## src/rtl/battery_status_led_controller_defines.svh

```systemverilog
// Assertion macros shared by the battery status LED controller RTL.
// No dependencies; a file that uses a macro must have clk and rst_n in scope.
`ifndef BATTERY_STATUS_LED_CONTROLLER_DEFINES_SVH
`define BATTERY_STATUS_LED_CONTROLLER_DEFINES_SVH
`ifndef NO_ASSERTIONS
// Same-cycle implication, checked on every rising edge outside reset.
`define BSL_ASSERT_NOW(lbl, ante, cons) \
    lbl: assert property (@(posedge clk) disable iff (!rst_n) (ante) |-> (cons)) \
        else $error("same-cycle check failed");
// Next-cycle implication, checked on every rising edge outside reset.
`define BSL_ASSERT_NEXT(lbl, ante, cons) \
    lbl: assert property (@(posedge clk) disable iff (!rst_n) (ante) |=> (cons)) \
        else $error("next-cycle check failed");
`else
`define BSL_ASSERT_NOW(lbl, ante, cons)
`define BSL_ASSERT_NEXT(lbl, ante, cons)
`endif
`endif

```

## src/rtl/bsl_pkg.sv

```systemverilog
// Shared types and constants for the battery status LED controller.
// No dependencies; used by the register file, the blinkers and the top level.
`timescale 1ns / 1ps

package bsl_pkg;

    localparam int CFG_ADDR_W = 5;
    localparam int CFG_DATA_W = 32;
    localparam int TICK_W     = 8;
    localparam int CNT_W      = 9;

    // Register indexes, one word apart on the configuration port.
    typedef enum logic [2:0] {
        REG_CHARGE_PERIOD = 3'd0,
        REG_CHARGE_ON     = 3'd1,
        REG_SELF_PERIOD   = 3'd2,
        REG_SELF_ON       = 3'd3,
        REG_EMPTY_PERIOD  = 3'd4,
        REG_EMPTY_ON      = 3'd5
    } reg_idx_t;

    typedef struct packed {
        logic [TICK_W-1:0] period;
        logic [TICK_W-1:0] on_ticks;
    } blink_cfg_t;

    typedef struct packed {
        blink_cfg_t charge;
        blink_cfg_t self_chg;
        blink_cfg_t empty;
    } bsl_cfg_t;

    localparam logic [TICK_W-1:0] RST_CHARGE_PERIOD = 8'd50;
    localparam logic [TICK_W-1:0] RST_CHARGE_ON     = 8'd25;
    localparam logic [TICK_W-1:0] RST_SELF_PERIOD   = 8'd50;
    localparam logic [TICK_W-1:0] RST_SELF_ON       = 8'd10;
    localparam logic [TICK_W-1:0] RST_EMPTY_PERIOD  = 8'd100;
    localparam logic [TICK_W-1:0] RST_EMPTY_ON      = 8'd20;

    localparam logic [1:0] LEVEL_EMPTY = 2'd0;
    localparam logic [1:0] LEVEL_FULL  = 2'd3;

    localparam logic [7:0] POWER_BIT  = 8'b0000_0001;
    localparam logic [7:0] CHARGE_BIT = 8'b0000_0010;
    localparam logic [7:0] EMPTY_BIT  = 8'b0010_0000;
    localparam logic [7:0] BAR_MASK   = 8'b1110_0000;

endpackage

```

## src/rtl/bsl_cfg_regs.sv

```systemverilog
// Configuration register file for the battery status LED controller.
// Depends on bsl_pkg for the register indexes and the configuration struct.
`timescale 1ns / 1ps

module bsl_cfg_regs (
    input  logic                           clk,
    input  logic                           rst_n,
    input  logic                           psel,
    input  logic                           penable,
    input  logic                           pwrite,
    input  logic [bsl_pkg::CFG_ADDR_W-1:0] paddr,
    input  logic [bsl_pkg::CFG_DATA_W-1:0] pwdata,
    output logic [bsl_pkg::CFG_DATA_W-1:0] prdata,
    output bsl_pkg::bsl_cfg_t              cfg
);
    import bsl_pkg::*;

    bsl_cfg_t          cfg_reg;
    bsl_cfg_t          cfg_next;
    reg_idx_t          idx;
    logic              wr_en;
    logic [TICK_W-1:0] wr_val;
    logic [TICK_W-1:0] rd_val;

    assign idx    = reg_idx_t'(paddr[CFG_ADDR_W-1:2]);
    assign wr_en  = psel & penable & pwrite;
    assign wr_val = pwdata[TICK_W-1:0];

    always_comb
    begin
        cfg_next = cfg_reg;
        if (wr_en)
        begin
            unique case (idx)
                REG_CHARGE_PERIOD: cfg_next.charge.period     = wr_val;
                REG_CHARGE_ON:     cfg_next.charge.on_ticks   = wr_val;
                REG_SELF_PERIOD:   cfg_next.self_chg.period   = wr_val;
                REG_SELF_ON:       cfg_next.self_chg.on_ticks = wr_val;
                REG_EMPTY_PERIOD:  cfg_next.empty.period      = wr_val;
                REG_EMPTY_ON:      cfg_next.empty.on_ticks    = wr_val;
                default:           cfg_next = cfg_reg;
            endcase
        end
    end

    always_comb
    begin
        unique case (idx)
            REG_CHARGE_PERIOD: rd_val = cfg_reg.charge.period;
            REG_CHARGE_ON:     rd_val = cfg_reg.charge.on_ticks;
            REG_SELF_PERIOD:   rd_val = cfg_reg.self_chg.period;
            REG_SELF_ON:       rd_val = cfg_reg.self_chg.on_ticks;
            REG_EMPTY_PERIOD:  rd_val = cfg_reg.empty.period;
            REG_EMPTY_ON:      rd_val = cfg_reg.empty.on_ticks;
            default:           rd_val = '0;
        endcase
    end

    always_ff @(posedge clk or negedge rst_n)
    begin
        if (!rst_n)
        begin
            cfg_reg.charge.period     <= RST_CHARGE_PERIOD;
            cfg_reg.charge.on_ticks   <= RST_CHARGE_ON;
            cfg_reg.self_chg.period   <= RST_SELF_PERIOD;
            cfg_reg.self_chg.on_ticks <= RST_SELF_ON;
            cfg_reg.empty.period      <= RST_EMPTY_PERIOD;
            cfg_reg.empty.on_ticks    <= RST_EMPTY_ON;
        end
        else
        begin
            cfg_reg <= cfg_next;
        end
    end

    assign prdata = {{(CFG_DATA_W-TICK_W){1'b0}}, rd_val};
    assign cfg    = cfg_reg;

endmodule

```

## src/rtl/bsl_blinker.sv

```systemverilog
// One tick-counting blinker: LED state and a 9-bit tick counter.
// Depends on bsl_pkg for the blinker configuration struct and widths.
`timescale 1ns / 1ps

module bsl_blinker (
    input  logic                clk,
    input  logic                rst_n,
    input  bsl_pkg::blink_cfg_t cfg,
    input  logic                active,
    input  logic                step,
    output logic                led
);
    import bsl_pkg::*;

    logic             led_reg;
    logic             led_next;
    logic [CNT_W-1:0] cnt_reg;
    logic [CNT_W-1:0] cnt_next;
    logic [CNT_W-1:0] cnt_held;
    logic             past_on;
    logic             past_period;

    assign past_on     = cnt_reg >= {1'b0, cfg.on_ticks};
    assign past_period = cnt_reg >= {1'b0, cfg.period};

    // An idle blinker parks its counter one past the period so it lights at once
    // on the first active tick.
    always_comb
    begin
        led_next = led_reg;
        cnt_held = cnt_reg;
        if (active)
        begin
            if (past_on)
            begin
                led_next = 1'b0;
            end
            if (past_period)
            begin
                led_next = 1'b1;
                cnt_held = '0;
            end
        end
        else
        begin
            led_next = 1'b0;
            cnt_held = {1'b0, cfg.period};
        end
        cnt_next = cnt_held + CNT_W'(1);
    end

    always_ff @(posedge clk or negedge rst_n)
    begin
        if (!rst_n)
        begin
            led_reg <= 1'b0;
            cnt_reg <= '0;
        end
        else if (step)
        begin
            led_reg <= led_next;
            cnt_reg <= cnt_next;
        end
    end

    assign led = led_next;

endmodule

```

## src/rtl/battery_status_led_controller.sv

```systemverilog
// A result appears in the cycle after its tick transfer; throughput is one tick per cycle while out_ready keeps up.
// The only path is the tick inputs plus three blinker counters into the output register.
// A new tick is taken while the output register is empty or its result is taken that cycle.
// Reset (rst_n, asynchronous, active low) clears the blinker LEDs and counters and the
// output valid flag, and loads the register defaults 50/25, 50/10 and 100/20.
// Top level of the battery status LED controller; uses bsl_pkg, bsl_cfg_regs and bsl_blinker.
`timescale 1ns / 1ps

`include "battery_status_led_controller_defines.svh"

module battery_status_led_controller (
    input  logic                           clk,
    input  logic                           rst_n,
    // Configuration port.
    input  logic                           psel,
    input  logic                           penable,
    input  logic                           pwrite,
    input  logic [bsl_pkg::CFG_ADDR_W-1:0] paddr,
    input  logic [bsl_pkg::CFG_DATA_W-1:0] pwdata,
    output logic [bsl_pkg::CFG_DATA_W-1:0] prdata,
    output logic                           pready,
    // Tick channel.
    input  logic                           in_valid,
    output logic                           in_ready,
    input  logic                           power_switch,
    input  logic                           charging_other,
    input  logic                           charging_self,
    input  logic [1:0]                     battery_level,
    // LED pattern channel.
    output logic                           out_valid,
    input  logic                           out_ready,
    output logic [7:0]                     led_pattern
);
    import bsl_pkg::*;

    bsl_cfg_t   cfg;
    logic       in_xfer;
    logic       charge_active;
    logic       self_active;
    logic       empty_active;
    logic       charge_led;
    logic       self_led;
    logic       empty_led;
    logic       steady;
    logic [7:0] bar;
    logic [7:0] pattern_next;
    logic       out_valid_reg;
    logic       out_valid_next;
    logic [7:0] led_pattern_reg;

    // Register writes complete in the access phase without wait states.
    assign pready = 1'b1;

    bsl_cfg_regs u_cfg_regs (
        .clk     (clk),
        .rst_n   (rst_n),
        .psel    (psel),
        .penable (penable),
        .pwrite  (pwrite),
        .paddr   (paddr),
        .pwdata  (pwdata),
        .prdata  (prdata),
        .cfg     (cfg)
    );

    // The output register doubles as the skid stage: a tick transfer is taken
    // whenever the held result is gone or leaves in this same cycle.
    assign in_ready = !out_valid_reg || out_ready;
    assign in_xfer  = in_valid && in_ready;

    // Blinker enables for the current tick.
    assign charge_active = power_switch && charging_other;
    assign self_active   = charging_self && (battery_level != LEVEL_FULL);
    assign empty_active  = power_switch && (battery_level == LEVEL_EMPTY);

    // Each blinker advances its counter only on an accepted tick, so stalls
    // on either side do not disturb the blink timing.
    bsl_blinker u_charge_blinker (
        .clk    (clk),
        .rst_n  (rst_n),
        .cfg    (cfg.charge),
        .active (charge_active),
        .step   (in_xfer),
        .led    (charge_led)
    );

    bsl_blinker u_self_blinker (
        .clk    (clk),
        .rst_n  (rst_n),
        .cfg    (cfg.self_chg),
        .active (self_active),
        .step   (in_xfer),
        .led    (self_led)
    );

    bsl_blinker u_empty_blinker (
        .clk    (clk),
        .rst_n  (rst_n),
        .cfg    (cfg.empty),
        .active (empty_active),
        .step   (in_xfer),
        .led    (empty_led)
    );

    // The level bar fills from bit 5 upward, one segment per level step,
    // and is dark while the power switch is off.
    always_comb
    begin
        case (battery_level)
            2'd0:    bar = 8'b0000_0000;
            2'd1:    bar = 8'b0010_0000;
            2'd2:    bar = 8'b0110_0000;
            default: bar = BAR_MASK;
        endcase
        if (!power_switch)
        begin
            bar = '0;
        end
    end

    // While the bank charges itself the steady power LED shows only a full
    // battery; below full the self-charge blinker takes over bit 0.
    assign steady = charging_self ? (battery_level == LEVEL_FULL) : power_switch;

    always_comb
    begin
        pattern_next = bar;
        if (steady || self_led)
        begin
            pattern_next = pattern_next | POWER_BIT;
        end
        if (charge_led)
        begin
            pattern_next = pattern_next | CHARGE_BIT;
        end
        if (empty_led)
        begin
            pattern_next = pattern_next | EMPTY_BIT;
        end
    end

    always_comb
    begin
        out_valid_next = out_valid_reg;
        if (in_xfer)
        begin
            out_valid_next = 1'b1;
        end
        else if (out_ready)
        begin
            out_valid_next = 1'b0;
        end
    end

    always_ff @(posedge clk or negedge rst_n)
    begin
        if (!rst_n)
        begin
            out_valid_reg <= 1'b0;
        end
        else
        begin
            out_valid_reg <= out_valid_next;
        end
    end

    // The pattern register carries no reset; out_valid qualifies it.
    always_ff @(posedge clk)
    begin
        if (in_xfer)
        begin
            led_pattern_reg <= pattern_next;
        end
    end

    assign out_valid   = out_valid_reg;
    assign led_pattern = led_pattern_reg;

    // Every accepted tick leaves a result waiting in the next cycle.
    `BSL_ASSERT_NEXT(a_result_follows_tick, in_xfer, out_valid)
    // A result that is still waiting must block the next tick.
    `BSL_ASSERT_NOW(a_no_overwrite, out_valid && !out_ready, !in_ready)
    // With the power switch off, the whole bar including the empty warning is dark.
    `BSL_ASSERT_NEXT(a_bar_dark_when_off, in_xfer && !power_switch,
        led_pattern[7:5] == 3'b000)
    // Self charging at full level lights the power LED steadily.
    `BSL_ASSERT_NEXT(a_full_self_charge_lit,
        in_xfer && charging_self && (battery_level == LEVEL_FULL), led_pattern[0])

endmodule
```

## config.mk

```make
export PLATFORM = sky130hd
export DESIGN_NAME = battery_status_led_controller
export DESIGN_NICKNAME = d
export VERILOG_FILES = /design/src/rtl/bsl_pkg.sv /design/src/rtl/bsl_cfg_regs.sv /design/src/rtl/bsl_blinker.sv /design/src/rtl/battery_status_led_controller.sv
export VERILOG_INCLUDE_DIRS = /design/src /design/src/rtl
export SDC_FILE = /design/constraint.sdc
export NUM_CORES = 1
export LEC_CHECK = 0
export ABC_AREA = 1
export BUFFER_PORTS_ARGS = -buffer_cell sky130_fd_sc_hd__buf_2
export CAP_MARGIN = 20
export CORE_ASPECT_RATIO = 0.5
export CORE_MARGIN = 2
export CORE_UTILIZATION = 50
export CTS_CLUSTER_DIAMETER = 60
export DETAILED_ROUTE_END_ITERATION = 12
export PLACE_DENSITY = 0.72
export SYNTH_ARGS = -nofsm -noshare
export SYNTH_HDL_FRONTEND = slang
export SYNTH_SLANG_ARGS = --single-unit
```

## constraint.sdc

```tcl
create_clock -name clk -period 1.95 [get_ports clk]
set_input_delay 0.0975 -clock clk [delete_from_list [all_inputs] [get_ports clk]]
set_output_delay 0.0975 -clock clk [all_outputs]
set_load 0.02 [all_outputs]
```

# Word level (Yosys, flattened, before mapping)
# Index checks and enable logic that the tools add are counted.
# word_totals
ff_bits	87
out_inout_bits	43
word_cells	74
# op_classes
eq_ne	9
muxes	23
reduce_logical	16
add_sub_neg	3
magnitude_cmp	6
bitwise_logic	2
# ops
operator	n
>= comparator 9 x 8 -> 1 bit	6
2-to-1 mux 9 bit	6
one-hot mux 8 bit (6 select lines)	1
adder 9 x 1 -> 9 bit (second input constant)	3
one-hot mux 8 bit (3 select lines)	1
2-to-1 mux 1 bit	13
AND reduction 2 bit	6
2-to-1 mux 8 bit	1
equality test 3 x 2 -> 1 bit (second input constant)	2
equality test 3 bit (second input constant)	2
equality test 2 bit (second input constant)	2
logical AND 1 bit	4
equality test 3 x 1 -> 1 bit (second input constant)	1
logical NOT 3 bit	1
AND 1 bit	2
equality test 2 x 1 -> 1 bit (second input constant)	1
logical NOT 2 bit	1
logical OR 1 bit	2
2-to-1 mux 2 bit	1
inequality test 2 bit (second input constant)	1
nonzero test 2 bit	1
logical NOT 1 bit	1

# Longest topological paths before layout
# Gate-level depths: netlist of run 1.
# depth
depth_word	7
depth_mapped	16
mapped_depth_nobuf	16

# Modules after synthesis
# Synthesis of run 1 repeated with hierarchy kept, for this count alone.
# hier_totals
cells_unflattened	916
area_unflattened_um2	6573.8
# modules_own_cells
module	cells_each	n_inst	area_per_inst_um2	seq_area_each_um2
bsl_blinker	182	3	1176.1	250.2
bsl_cfg_regs	336	1	2737.6	1221.2
battery_status_led_controller	34	1	307.8	175.2

# Worst setup path after synthesis of run 1
# OpenSTA, ideal clock, no wires.
# synth_timing
kind	register to register
startpoint	register u_cfg_regs.cfg_reg (netlist bit u_cfg_regs.cfg[28])
endpoint	register u_self_blinker.cnt_reg[6]
path_slack_ns	-0.183
arrival_ns	2.016
stages_incl_launch_ff	16
setup_time_ns	0.118
path_buffers	0
required_time_ns	1.832
cell_sequence	dfstp_2 -> inv_1 -> ha_1 -> nand2_1 -> inv_1 -> nand2_1 -> nand2_1 -> nand2_1 -> nand4_1 -> nand2_1 -> ha_1 -> nand3_1 -> nor2_2 -> nand2_1 -> nand3_1 -> nand2_1
# synth_between
elab_chain_len	4
# synth_rtl
item	line	source
start, declared	bsl_cfg_regs.sv:18	bsl_cfg_t cfg_reg;
start signal, assigned	bsl_cfg_regs.sv:72	cfg_reg <= cfg_next;
>= comparator 9 x 8 -> 1 bit	bsl_blinker.sv:24	assign past_period = cnt_reg >= {1'b0, cfg.period};
2-to-1 mux 9 bit	bsl_blinker.sv:38	if (past_period)
2-to-1 mux 9 bit *	bsl_blinker.sv:32	if (active)
adder 9 x 1 -> 9 bit *	bsl_blinker.sv:49	cnt_next = cnt_held + CNT_W'(1);
end signal, assigned	bsl_blinker.sv:62	cnt_reg <= cnt_next;
end, declared	bsl_blinker.sv:17	logic [CNT_W-1:0] cnt_reg;
# Every way passes the cells marked *; elsewhere a longest branch is shown, timed or not.
# A chain may end at the register's enable or synchronous reset.

# Worst setup path in the final report of run 1
# layout_timing
startpoint	register u_cfg_regs.cfg_reg (netlist bit u_cfg_regs.cfg[44])
endpoint	register u_charge_blinker.cnt_reg[8]
# layout_between
elab_chain_len	4
# layout_rtl
item	line
>= comparator 9 x 8 -> 1 bit	bsl_blinker.sv:24
2-to-1 mux 9 bit	bsl_blinker.sv:38
2-to-1 mux 9 bit *	bsl_blinker.sv:32
adder 9 x 1 -> 9 bit *	bsl_blinker.sv:49
end signal, assigned	bsl_blinker.sv:62
end, declared	bsl_blinker.sv:17
# Marks and branches as above.

==> out/results.txt, run 1 <==
CTS buffer count: 9
fraction of registers with async set or reset after synthesis: 94.0%
# rows: 28
top cell type by total area after synthesis: dfrtp_1
final worst slack: -0.179 ns
vias: 5771
Worst Hold End: u_cfg_regs.cfg[0]$_DFFE_PN0P_
layout cell share with drive strength beyond 1: 33.9%
Worst R2R Start: u_cfg_regs.cfg[44]$_DFFE_PN1P_
Worst-Margin Slew: 0.576 ns
Via-to-Cell Ratio: 5.22
crit path time final: 2.13 ns
Yosys warning count: 0
top cell type's share of synthesized area: 26.3%
Worst setup EP type: flop
DRC Markers: 0
total chip power: 0.00863 W
Mapped Avg Cell Area: 7.41 sq um
Ports: 92
cell with the most instances after synthesis: nand2_1
Post-Syn Instances: 808
Setup CP Type: flop to flop
Overflow after GRT: 0
outcome: complete, but fails checks
WL/cell: 14.9 um
Placed Cells: 1062
fmax: 0.470 GHz
fin. max-slew vios: 0
Hold WC Path Type: input port to flop
Area Overhead vs Synth: 33.0%
min-delay src: pwdata[0]
relative slew slack: 61.5%
Final Hold Fails: 0
clock transition at the registers of the reported paths: 0.06 ns
FILL cells: 915
DRT antenna net count: 0
WHS Path Cells: 3
initial antenna violation count: 0
crit path launch type: flop
P per Cell Area: 1080 nW/um^2
Detailed Place HPWL: 11600 um
CTS tree: built
CP Max Fanout: 5
root buf cell: clkbuf_16
R2R setup slack: -0.18 ns
Post-Syn Area: 5980 sq um
Die Y: 81.4 um
Crit path required time: 2.22 ns
sequential share of the synthesized area: 35.9%
first-pass GRT wire length: 25900 um
die area: 12900 sq um
synth cell count leaders: 233 x nand2_1, 113 x inv_1, 63 x dfrtp_1
Final Non-Filler Cells: 1105
port bufs: 37
DR pass1 iterations: 5
R2R cell count: 16
max FFs per register: 48
setup violators final: 21
vias in the first global route: 5437
Sink Count: 84
Bufs on Longest Clock Path: 2
EDFF count, synth: 5
failing checks: setup timing
largest net degree at the start of global routing: 42
Lkg Pwr: 3.87 nW
Die X-Extent: 159 um
Layout Nets: 1035
diode count: 0
worst skew pair latency: 0.35 ns
Main synth FF type: dfrtp_1
max cap viols: 0
top post-synthesis cells by area: dfrtp_1 26%, nand2_1 15%, ha_1 11%
Starting DRT DRC Count: 361
gr usage total: 25.5%
Netlist cell types: 40
total wire length: 16500 um
Final GP Congestion: 0.884
crit path DAT: 2.40 ns
Max VDD drop: 0.498 mV
Synth Register Bits: 84
unrepaired setup endpoints after global routing: yes
reg2reg end: u_charge_blinker.cnt_reg[8]$_DFFE_PN0P_
CORE AREA: 11700 sq um
fin crit share: 109%
Setup Skew: 0.0114 ns
CTS H-tree lvls: 3
effective utilization at floorplan: 51.0%
through the flow:
stage | worst slack (ns) | area, sq um | utilization, % | hold WS (ns) | setup TNS, ns
finish | -0.179 | 7960 | 67.8 | 0.00341 | -2.10
CTS | -0.111 | 7610 | 64.8 | 0.00247 | -1.02
global placement | -0.124 | 6880 | 58.6 | 0.123 | -0.993
floorplan | -0.0450 | 6250 | - | -0.198 | -0.142
global route | -0.310 | 7960 | 67.8 | 0.0251 | -4.86
detailed placement | -0.180 | 6880 | 58.6 | 0.129 | -2.17
how the worst max path moves through the flow:
stage	startpoint	to	slack (ns)
6_report	u_cfg_regs.cfg[44]$_DFFE_PN1P_	u_charge_blinker.cnt_reg[8]$_DFFE_PN0P_	-0.18
5_1_grt	u_cfg_regs.cfg[44]$_DFFE_PN1P_	u_charge_blinker.cnt_reg[8]$_DFFE_PN0P_	-0.31
4_1_cts	u_cfg_regs.cfg[14]$_DFFE_PN1P_	u_empty_blinker.cnt_reg[3]$_DFFE_PN0P_	-0.11
3_5_place_dp	u_cfg_regs.cfg[41]$_DFFE_PN1P_	u_charge_blinker.cnt_reg[8]$_DFFE_PN0P_	-0.18
3_3_place_gp	u_cfg_regs.cfg[41]$_DFFE_PN1P_	u_charge_blinker.cnt_reg[8]$_DFFE_PN0P_	-0.12
2_1_floorplan	u_cfg_regs.cfg[28]$_DFFE_PN1P_	u_self_blinker.cnt_reg[6]$_DFFE_PN0P_	-0.05
power by group:
group	internal (W)	leakage, nW	total (W)	switching (W)
clock network	0.00129	0.170	0.00203	0.000740
registers	0.00216	1.03	0.00243	0.000274
logic	0.00187	2.68	0.00417	0.00230
area by class of cell:
cell class | count | area (sq um) | share of cell area [%]
Multi-Input combinational cell | 583 | 3800 | 47.7
Clock buffer | 11 | 243 | 3.05
Tap cell | 165 | 206 | 2.59
Sequential cell | 84 | 2150 | 27.0
Inverter | 123 | 464 | 5.83
Clock inverter | 5 | 108 | 1.35
Timing Repair Buffer | 134 | 995 | 12.5
logic make-up after synthesis:
logic type      count (synthesis)  share of synthesized area, %
other cells                     2                         0.125
compound gates                123                          12.1
xor+xnor                        1                         0.146
buf+inv                       167                          12.8
flops                          84                          35.9
simple gates                  380                          28.3
fa+ha+maj                      51                          10.7
critical path, stage by stage (launching register included):
cell and delay [ns]:
dfstp_2 0.53, inv_2 0.05, ha_4 0.23, nand2_4 0.08
inv_2 0.03, nand2_1 0.04, nand2_1 0.05, nand2_2 0.10
nand4_1 0.13, nand2_2 0.13, ha_4 0.15, nand2_4 0.06
nor2_4 0.11, nand2_2 0.08, nor2_1 0.10, nand2_1 0.07
o21ai_1 0.10
repair_timing:
| item | 4_1_cts | 5_1_grt |
|---|---|---|
| buffers inserted | 9 | 12 |
| setup endpoints to repair | 22 | 30 |
| resized for setup | 62 | 61 |
| hold buffers | 7 | 0 |
| pin swaps | 57 | 51 |
| endpoints found under the hold margin | 39 | 0 |
layer usage:
metal / global-route usage, % / share of wire, %
met5: 0 / 0
met4: 8.53 / 2.4
met3: 4.29 / 4.6
met2: 44.6 / 48
met1: 32.7 / 45
layout by cell type (no fill, tap or decap), types with 4 or more instances in the layout:
cell / synthesis / routed
nand2_2: 14 / 53
a21oi_4: 3 / 4
clkbuf_16: 0 / 9
dlygate4sd3_1: 0 / 7
a22oi_1: 6 / 6
nor2_2: 5 / 4
inv_2: 10 / 23
buf_4: 30 / 77
buf_6: 2 / 13
dfstp_2: 16 / 16
o22ai_1: 9 / 9
o21ai_0: 43 / 38
nand4_1: 25 / 25
nand3_1: 38 / 21
inv_1: 113 / 99
edfxtp_1: 5 / 5
ha_1: 51 / 32
nand3_2: 3 / 17
ha_4: 0 / 19
a21oi_1: 20 / 17
o211ai_1: 7 / 7
dfrtp_1: 63 / 63
buf_2: 9 / 36
nand2_4: 1 / 9
nor2_1: 47 / 37
o21ai_1: 26 / 29
nand2_1: 233 / 186
nor2_4: 2 / 13
conb_1: 2 / 28
No activity file was read; power rests on OpenSTA's default activity.
==> run 2: changes to the inputs <==
--- a/config.mk
+++ b/config.mk
@@ -13,6 +13,6 @@
 export CORE_MARGIN = 2
-export CORE_UTILIZATION = 50
+export CORE_UTILIZATION = 52
 export CTS_CLUSTER_DIAMETER = 60
 export DETAILED_ROUTE_END_ITERATION = 12
-export PLACE_DENSITY = 0.72
+export PLACE_DENSITY = 0.75
 export SYNTH_ARGS = -nofsm -noshare
--- a/constraint.sdc
+++ b/constraint.sdc
@@ -3,2 +3,2 @@
 set_output_delay 0.0975 -clock clk [all_outputs]
-set_load 0.02 [all_outputs]
+set_load 0.005 [all_outputs]
==> out/results.txt, run 2 (synthesis gave the netlist of run 1 again) <==
cell family with most CP delay: simple AND/OR/NAND/NOR gates (unchanged)
clock transition at the registers of the reported paths: 0.06 ns (about the same)
reg2reg end: u_charge_blinker.cnt_reg[4]$_DFFE_PN0P_ (was u_charge_blinker.cnt_reg[8]$_DFFE_PN0P_)
WL/cell: 15.6 um (was 14.9 um)
vias: 5922 (was 5771)
worst skew pair latency: 0.35 ns (about the same)
crit path launch type: flop (unchanged)
Area Overhead vs Synth: 32.8% (was 33.0%)
final worst slack: -0.186 ns (was -0.179 ns)
Crit path required time: 2.22 ns (about the same)
Lkg Pwr: 3.89 nW (was 3.87 nW)
Starting DRT DRC Count: 497 (was 361)
Net Sw Power: 0.00324 W (was 0.00331 W)
Bufs on Longest Clock Path: 2 (unchanged)
max FFs per register: 48 (unchanged)
most common cell after layout, fill and taps aside: nand2_1 (unchanged)
Worst setup EP type: flop (unchanged)
root buf cell: clkbuf_16 (unchanged)
Crit path depth: 15 (was 16)
relative slew slack: 57.6% (was 61.5%)
CTS tree: built (unchanged)
largest net degree at the start of global routing: 46 (was 42)
Ports: 92 (unchanged)
# rows: 27 (was 28)
first-pass GRT wire length: 26900 um (was 25900 um)
CORE AREA: 11100 sq um (was 11700 sq um)
outcome: complete, but fails checks (unchanged)
CP Max Fanout: 5 (unchanged)
setup violators final: 22 (was 21)
fin. max-slew vios: 0 (unchanged)
Via-to-Cell Ratio: 5.42 (was 5.22)
CTS buffer count: 9 (unchanged)
DRT antenna net count: 0 (unchanged)
failing checks: setup timing (unchanged)
critical path's slowest cell: dfstp_2 (unchanged)
CP max stage delay: 0.53 ns (about the same)
critical-path cell list: inv_2 > ha_4 > nand2_4 > inv_2 > nand2_2 > nand2_2 > nand2_4 > nand4_1 > nand2_2 > ha_4 > nand2_4 > buf_6 > o21bai_1 > nand3_1 > o21ai_1 (was inv_2 > ha_4 > nand2_4 > inv_2 > nand2_1 > nand2_1 > nand2_2 > nand4_1 > nand2_2 > ha_4 > nand2_4 > nor2_4 > nand2_2 > nor2_1 > nand2_1 > o21ai_1)
Max VDD drop: 0.533 mV (was 0.498 mV)
switch share: 39.1% (was 38.4%)
Bufs and invs on worst path: 3 (was 2)
Internal: 0.00505 W (was 0.00532 W)
Clk pwr share: 20.7% (was 23.6%)
Layout Nets: 1043 (was 1035)
DR pass1 iterations: 6 (was 5)
R2R cell count: 15 (was 16)
power share of the combinational group: 50.2% (was 48.3%)
effective utilization at floorplan: 53.8% (was 51.0%)
unrepaired setup endpoints after global routing: yes (unchanged)
Overflow after GRT: 0 (unchanged)
most frequent cells in the layout: 184 x nand2_1, 97 x inv_1, 85 x buf_4 (was 186 x nand2_1, 99 x inv_1, 77 x buf_4)
max cap viols: 0 (unchanged)
total chip power: 0.00830 W (was 0.00863 W)
vias in the first global route: 5614 (was 5437)
Die X-Extent: 156 um (was 159 um)
Seq pwr share: 29.1% (was 28.2%)
crit path time final: 2.14 ns (was 2.13 ns)
total wire length: 17100 um (was 16500 um)
Die Y: 79.9 um (was 81.4 um)
setup TNS: -2.04 ns (was -2.10 ns)
Hold WC Path Type: input port to flop (unchanged)
Setup Skew: 0.00809 ns (was 0.0114 ns)
fmax: 0.468 GHz (was 0.470 GHz)
Final Hold Fails: 0 (unchanged)
Detailed Place HPWL: 12000 um (was 11600 um)
port bufs: 37 (unchanged)
worst setup path end: u_charge_blinker.cnt_reg[4]$_DFFE_PN0P_ (was u_charge_blinker.cnt_reg[8]$_DFFE_PN0P_)
DRC Markers: 0 (unchanged)
CTS H-tree lvls: 3 (unchanged)
initial antenna violation count: 0 (unchanged)
layout cell share with drive strength beyond 1: 34.5% (was 33.9%)
diode count: 0 (unchanged)
Final GP Congestion: 0.958 (was 0.884)
crit path DAT: 2.41 ns (was 2.40 ns)
Sink Count: 84 (unchanged)
P per Cell Area: 1040 nW/um^2 (was 1080 nW/um^2)
fin crit share: 110% (was 109%)
Worst R2R Start: u_cfg_regs.cfg[44]$_DFFE_PN1P_ (unchanged)
crit path launch: u_cfg_regs.cfg[44]$_DFFE_PN1P_ (unchanged)
R2R setup slack: -0.19 ns (was -0.18 ns)
Worst-Margin Slew: 0.636 ns (was 0.576 ns)
gr usage total: 27.8% (was 25.5%)
Setup CP Type: flop to flop (unchanged)
fin util: 71.5% (was 67.8%)
die area: 12400 sq um (was 12900 sq um)
-- run 2: cell count changes in the layout (fill, tap and decap cells not counted), moves of 3 or more --
cell,previous run,this run
buf_4,77,85
nand2_4,9,12
bufinv_16,3,0
nand3_2,17,14
-- run 2: per-stage QoR --
stage	std cells	area [sq um]	hold slack, ns	setup slack, ns
2_1_floorplan	834	6250	-0.198	-0.0450
4_1_cts	1080	7570	0.00149	-0.155
3_5_place_dp	1047	6890	0.150	-0.213
6_report	1093	7950	0.00111	-0.186
5_1_grt	1093	7950	0.0133	-0.319
3_3_place_gp	1047	6890	0.142	-0.197
-- run 2: routing by layer --
metal	part of all wire (%)	GRT usage (%)	vias up
li1	-	-	2845
met1	43	35.3	2804
met2	48	48.7	218
met3	5.4	4.83	55
met4	2.9	9.27	0
met5	0	0	-
-- run 2: power groups by stage --
stage	Sequential (W)	Clock [W]	Combinational (W)
after global routing	0.00245	0.00180	0.00458
after global placement	0.00240	0	0.00306
after detailed placement	0.00241	0	0.00317
after CTS	0.00240	0.00173	0.00356
final	0.00242	0.00172	0.00416
after floorplan	0.00240	0	0.00205
-- run 2: how the worst min path moves through the flow --
stage | start | to | slack, ns | depth (start not counted)
after floorplan | rst_n | out_valid$_DFFE_PN0P_ | -0.20 | 0
after global placement | rst_n | u_empty_blinker.cnt_reg[0]$_DFFE_PN0P_ | 0.14 | 1
after detailed placement | rst_n | u_empty_blinker.cnt_reg[0]$_DFFE_PN0P_ | 0.15 | 1
after CTS | pwdata[7] | u_cfg_regs.cfg[7]$_DFFE_PN0P_ | 0.001 | 3
after global routing | pwdata[7] | u_cfg_regs.cfg[7]$_DFFE_PN0P_ | 0.01 | 3
final | pwdata[7] | u_cfg_regs.cfg[7]$_DFFE_PN0P_ | 0.001 | 3
-- run 2: layout make-up --
cell class | count | area [sq um]
Multi-Input combinational cell | 583 | 3800
Fill cell | 822 | 3160
Sequential cell | 84 | 2150
Timing Repair Buffer | 142 | 1050
Inverter | 123 | 469
Clock buffer | 15 | 289
Tap cell | 145 | 181
Clock inverter | 1 | 5.00
-- run 2: timing repair --
action | CTS | global route
buffers inserted | 10 | 14
cloned | 0 | 0
endpoints found under the hold margin | 42 | 0
pin swaps | 59 | 64
hold buffers | 7 | 0
setup endpoints to repair | 24 | 28
resized for setup | 61 | 68
-- run 2: tightest hold or removal path, delay by kind of cell --
kind            cells  cell delay, ns
buf+inv             1            0.09
compound gates      1            0.08
simple gates        1            0.04
==> run 3: changes to the inputs <==
PLACE_DENSITY = 0.74   (was 0.75)
SETUP_SLACK_MARGIN = 0.3   (was default)
==> out/results.txt, run 3 (synthesis gave the netlist of run 1 again) <==
outcome: complete, but fails checks (unchanged)
failing checks: setup timing (unchanged)
FILL cells: 762 (was 822)
Layout Nets: 1037 (was 1043)
crit path launch type: flop (unchanged)
fin util: 73.3% (was 71.5%)
DR pass1 iterations: 6 (unchanged)
P per Cell Area: 1090 nW/um^2 (was 1040 nW/um^2)
crit path DAT: 2.37 ns (was 2.41 ns)
Placed Cells: 1043 (was 1047)
Setup CP Type: flop to flop (unchanged)
Hold WS: 0.0167 ns (was 0.00111 ns)
WL/cell: 16.3 um (was 15.6 um)
critical-path cell list: inv_1 > ha_1 > nand2_2 > inv_2 > a21oi_4 > nand4_1 > nand2_2 > ha_4 > nand3_4 > nor2_4 > nand2_1 > nand3_1 > nand2_1 (was inv_2 > ha_4 > nand2_4 > inv_2 > nand2_2 > nand2_2 > nand2_4 > nand4_1 > nand2_2 > ha_4 > nand2_4 > buf_6 > o21bai_1 > nand3_1 > o21ai_1)
# rows: 27 (unchanged)
Setup Skew: 0.00404 ns (was 0.00809 ns)
Worst setup EP type: flop (unchanged)
Die X-Extent: 156 um (unchanged)
CTS tree: built (unchanged)
Placement Cell Area: 6940 sq um (was 6890 sq um)
vias in the first global route: 5571 (was 5614)
first-pass GRT wire length: 27600 um (was 26900 um)
root buf cell: clkbuf_16 (unchanged)
fin crit share: 109% (was 110%)
diode count: 0 (unchanged)
gr usage total: 28.6% (was 27.8%)
fmax: 0.472 GHz (was 0.468 GHz)
critical path's slowest cell: dfrtp_1 (was dfstp_2)
setup violators final: 22 (unchanged)
most frequent cells in the layout: 176 x nand2_1, 99 x inv_1, 64 x buf_4 (was 184 x nand2_1, 97 x inv_1, 85 x buf_4)
Overflow after GRT: 0 (unchanged)
most common cell after layout, fill and taps aside: nand2_1 (unchanged)
clock transition at the registers of the reported paths: 0.06 ns (about the same)
CTS H-tree lvls: 3 (unchanged)
largest net degree at the start of global routing: 44 (was 46)
Worst-Margin Slew: 0.603 ns (was 0.636 ns)
setup TNS: -2.13 ns (was -2.04 ns)
Die Y: 79.9 um (unchanged)
final worst slack: -0.170 ns (was -0.186 ns)
vias: 5966 (was 5922)
CTS buffer count: 9 (unchanged)
final instance area: 8140 sq um (was 7950 sq um)
Lkg Pwr: 3.94 nW (was 3.89 nW)
initial antenna violation count: 0 (unchanged)
Starting DRT DRC Count: 499 (was 497)
Detailed Place HPWL: 11600 um (was 12000 um)
die area: 12400 sq um (unchanged)
DRT antenna net count: 0 (unchanged)
Hold WC Path Type: input port to flop (unchanged)
relative slew slack: 59.7% (was 57.6%)
effective utilization at floorplan: 53.8% (unchanged)
Final Hold Fails: 0 (unchanged)
Area Overhead vs Synth: 36.1% (was 32.8%)
max FFs per register: 48 (unchanged)
layout cell share with drive strength beyond 1: 36.8% (was 34.5%)
DRC Markers: 0 (unchanged)
CORE AREA: 11100 sq um (unchanged)
Crit path required time: 2.20 ns (was 2.22 ns)
CP Max Fanout: 6 (was 5)
unrepaired setup endpoints after global routing: yes (unchanged)
Ports: 92 (unchanged)
total wire length: 17700 um (was 17100 um)
crit path time final: 2.12 ns (was 2.14 ns)
CP max stage delay: 0.37 ns (was 0.53 ns)
Sink Count: 84 (unchanged)
Via-to-Cell Ratio: 5.49 (was 5.42)
Max VDD drop: 0.587 mV (was 0.533 mV)
worst skew pair latency: 0.35 ns (about the same)
Bufs on Longest Clock Path: 2 (unchanged)
fin. max-slew vios: 0 (unchanged)
Final Non-Filler Cells: 1086 (was 1093)
port bufs: 37 (unchanged)
max cap viols: 0 (unchanged)
Final GP Congestion: 0.907 (was 0.958)
==> run 3: routing by layer <==
metal / GRT usage (%) / vias up / routed length [um]
li1: - / 2835 / -
met1: 35.8 / 2858 / 7330
met2: 50.2 / 236 / 8840
met3: 5.70 / 37 / 1200
met4: 9.08 / 0 / 348
met5: 0 / - / 0
==> run 3: final timing paths <==
check | start | to | slack (ns) | depth (start not counted)
worst max register to register | u_cfg_regs.cfg[30]$_DFFE_PN0P_ | u_self_blinker.cnt_reg[6]$_DFFE_PN0P_ | -0.17 | 13
worst min register to register | u_cfg_regs.cfg[37]$_DFFE_PN0P_ | u_cfg_regs.cfg[37]$_DFFE_PN0P_ | 0.49 | 2
max in group asynchronous | rst_n | u_cfg_regs.cfg[14]$_DFFE_PN1P_ | 1.06 | 3
worst min-delay path | out_ready | out_valid$_DFFE_PN0P_ | 0.02 | 4
worst max-delay path | u_cfg_regs.cfg[30]$_DFFE_PN0P_ | u_self_blinker.cnt_reg[6]$_DFFE_PN0P_ | -0.17 | 13
min in group asynchronous | rst_n | u_cfg_regs.cfg[9]$_DFFE_PN0P_ | 0.25 | 2
==> run 3: through the flow <==
| stage | setup slack [ns] | power, W |
|---|---|---|
| after global placement | -0.112 | 0.00556 |
| after detailed placement | -0.162 | 0.00567 |
| final | -0.170 | 0.00885 |
| after global routing | -0.309 | 0.00936 |
| after floorplan | -0.0450 | 0.00457 |
| after CTS | -0.0831 | 0.00823 |
==> run 3: power by group <==
part	total, W	switching [W]	internal, W
logic	0.00438	0.00239	0.00199
registers	0.00244	0.000285	0.00216
clock network	0.00203	0.000753	0.00128
total	0.00885	0.00343	0.00542
==> run 3: what timing repair did <==
item | CTS | global route
endpoints found under the setup margin | 36 | 39
cloned | 0 | 0
buffers inserted | 12 | 8
pin swaps | 78 | 53
resized for setup | 77 | 79
hold buffers | 8 | 0
hold endpoints to repair | 32 | 0
==> run 3: critical path, delay by kind of cell (launching register included) <==
| family | cells | cell delay (ns) |
|---|---|---|
| AO/OA/AOI/OAI | 1 | 0.23 |
| adder cells (fa/ha/maj) | 2 | 0.48 |
| buffers and inverters | 2 | 0.10 |
| flip-flops | 1 | 0.37 |
| AND/OR/NAND/NOR | 8 | 0.82 |
==> run 3: cell type report <==
type	count	area (sq um)	share of cell area (%)
multi-input combinational	583	3940	48.4
inverter	123	464	5.70
sequential	84	2150	26.4
clock buffer	10	239	2.93
timing repair buffer	136	1070	13.2
clock inverter	5	100	1.23
tap	145	181	2.23
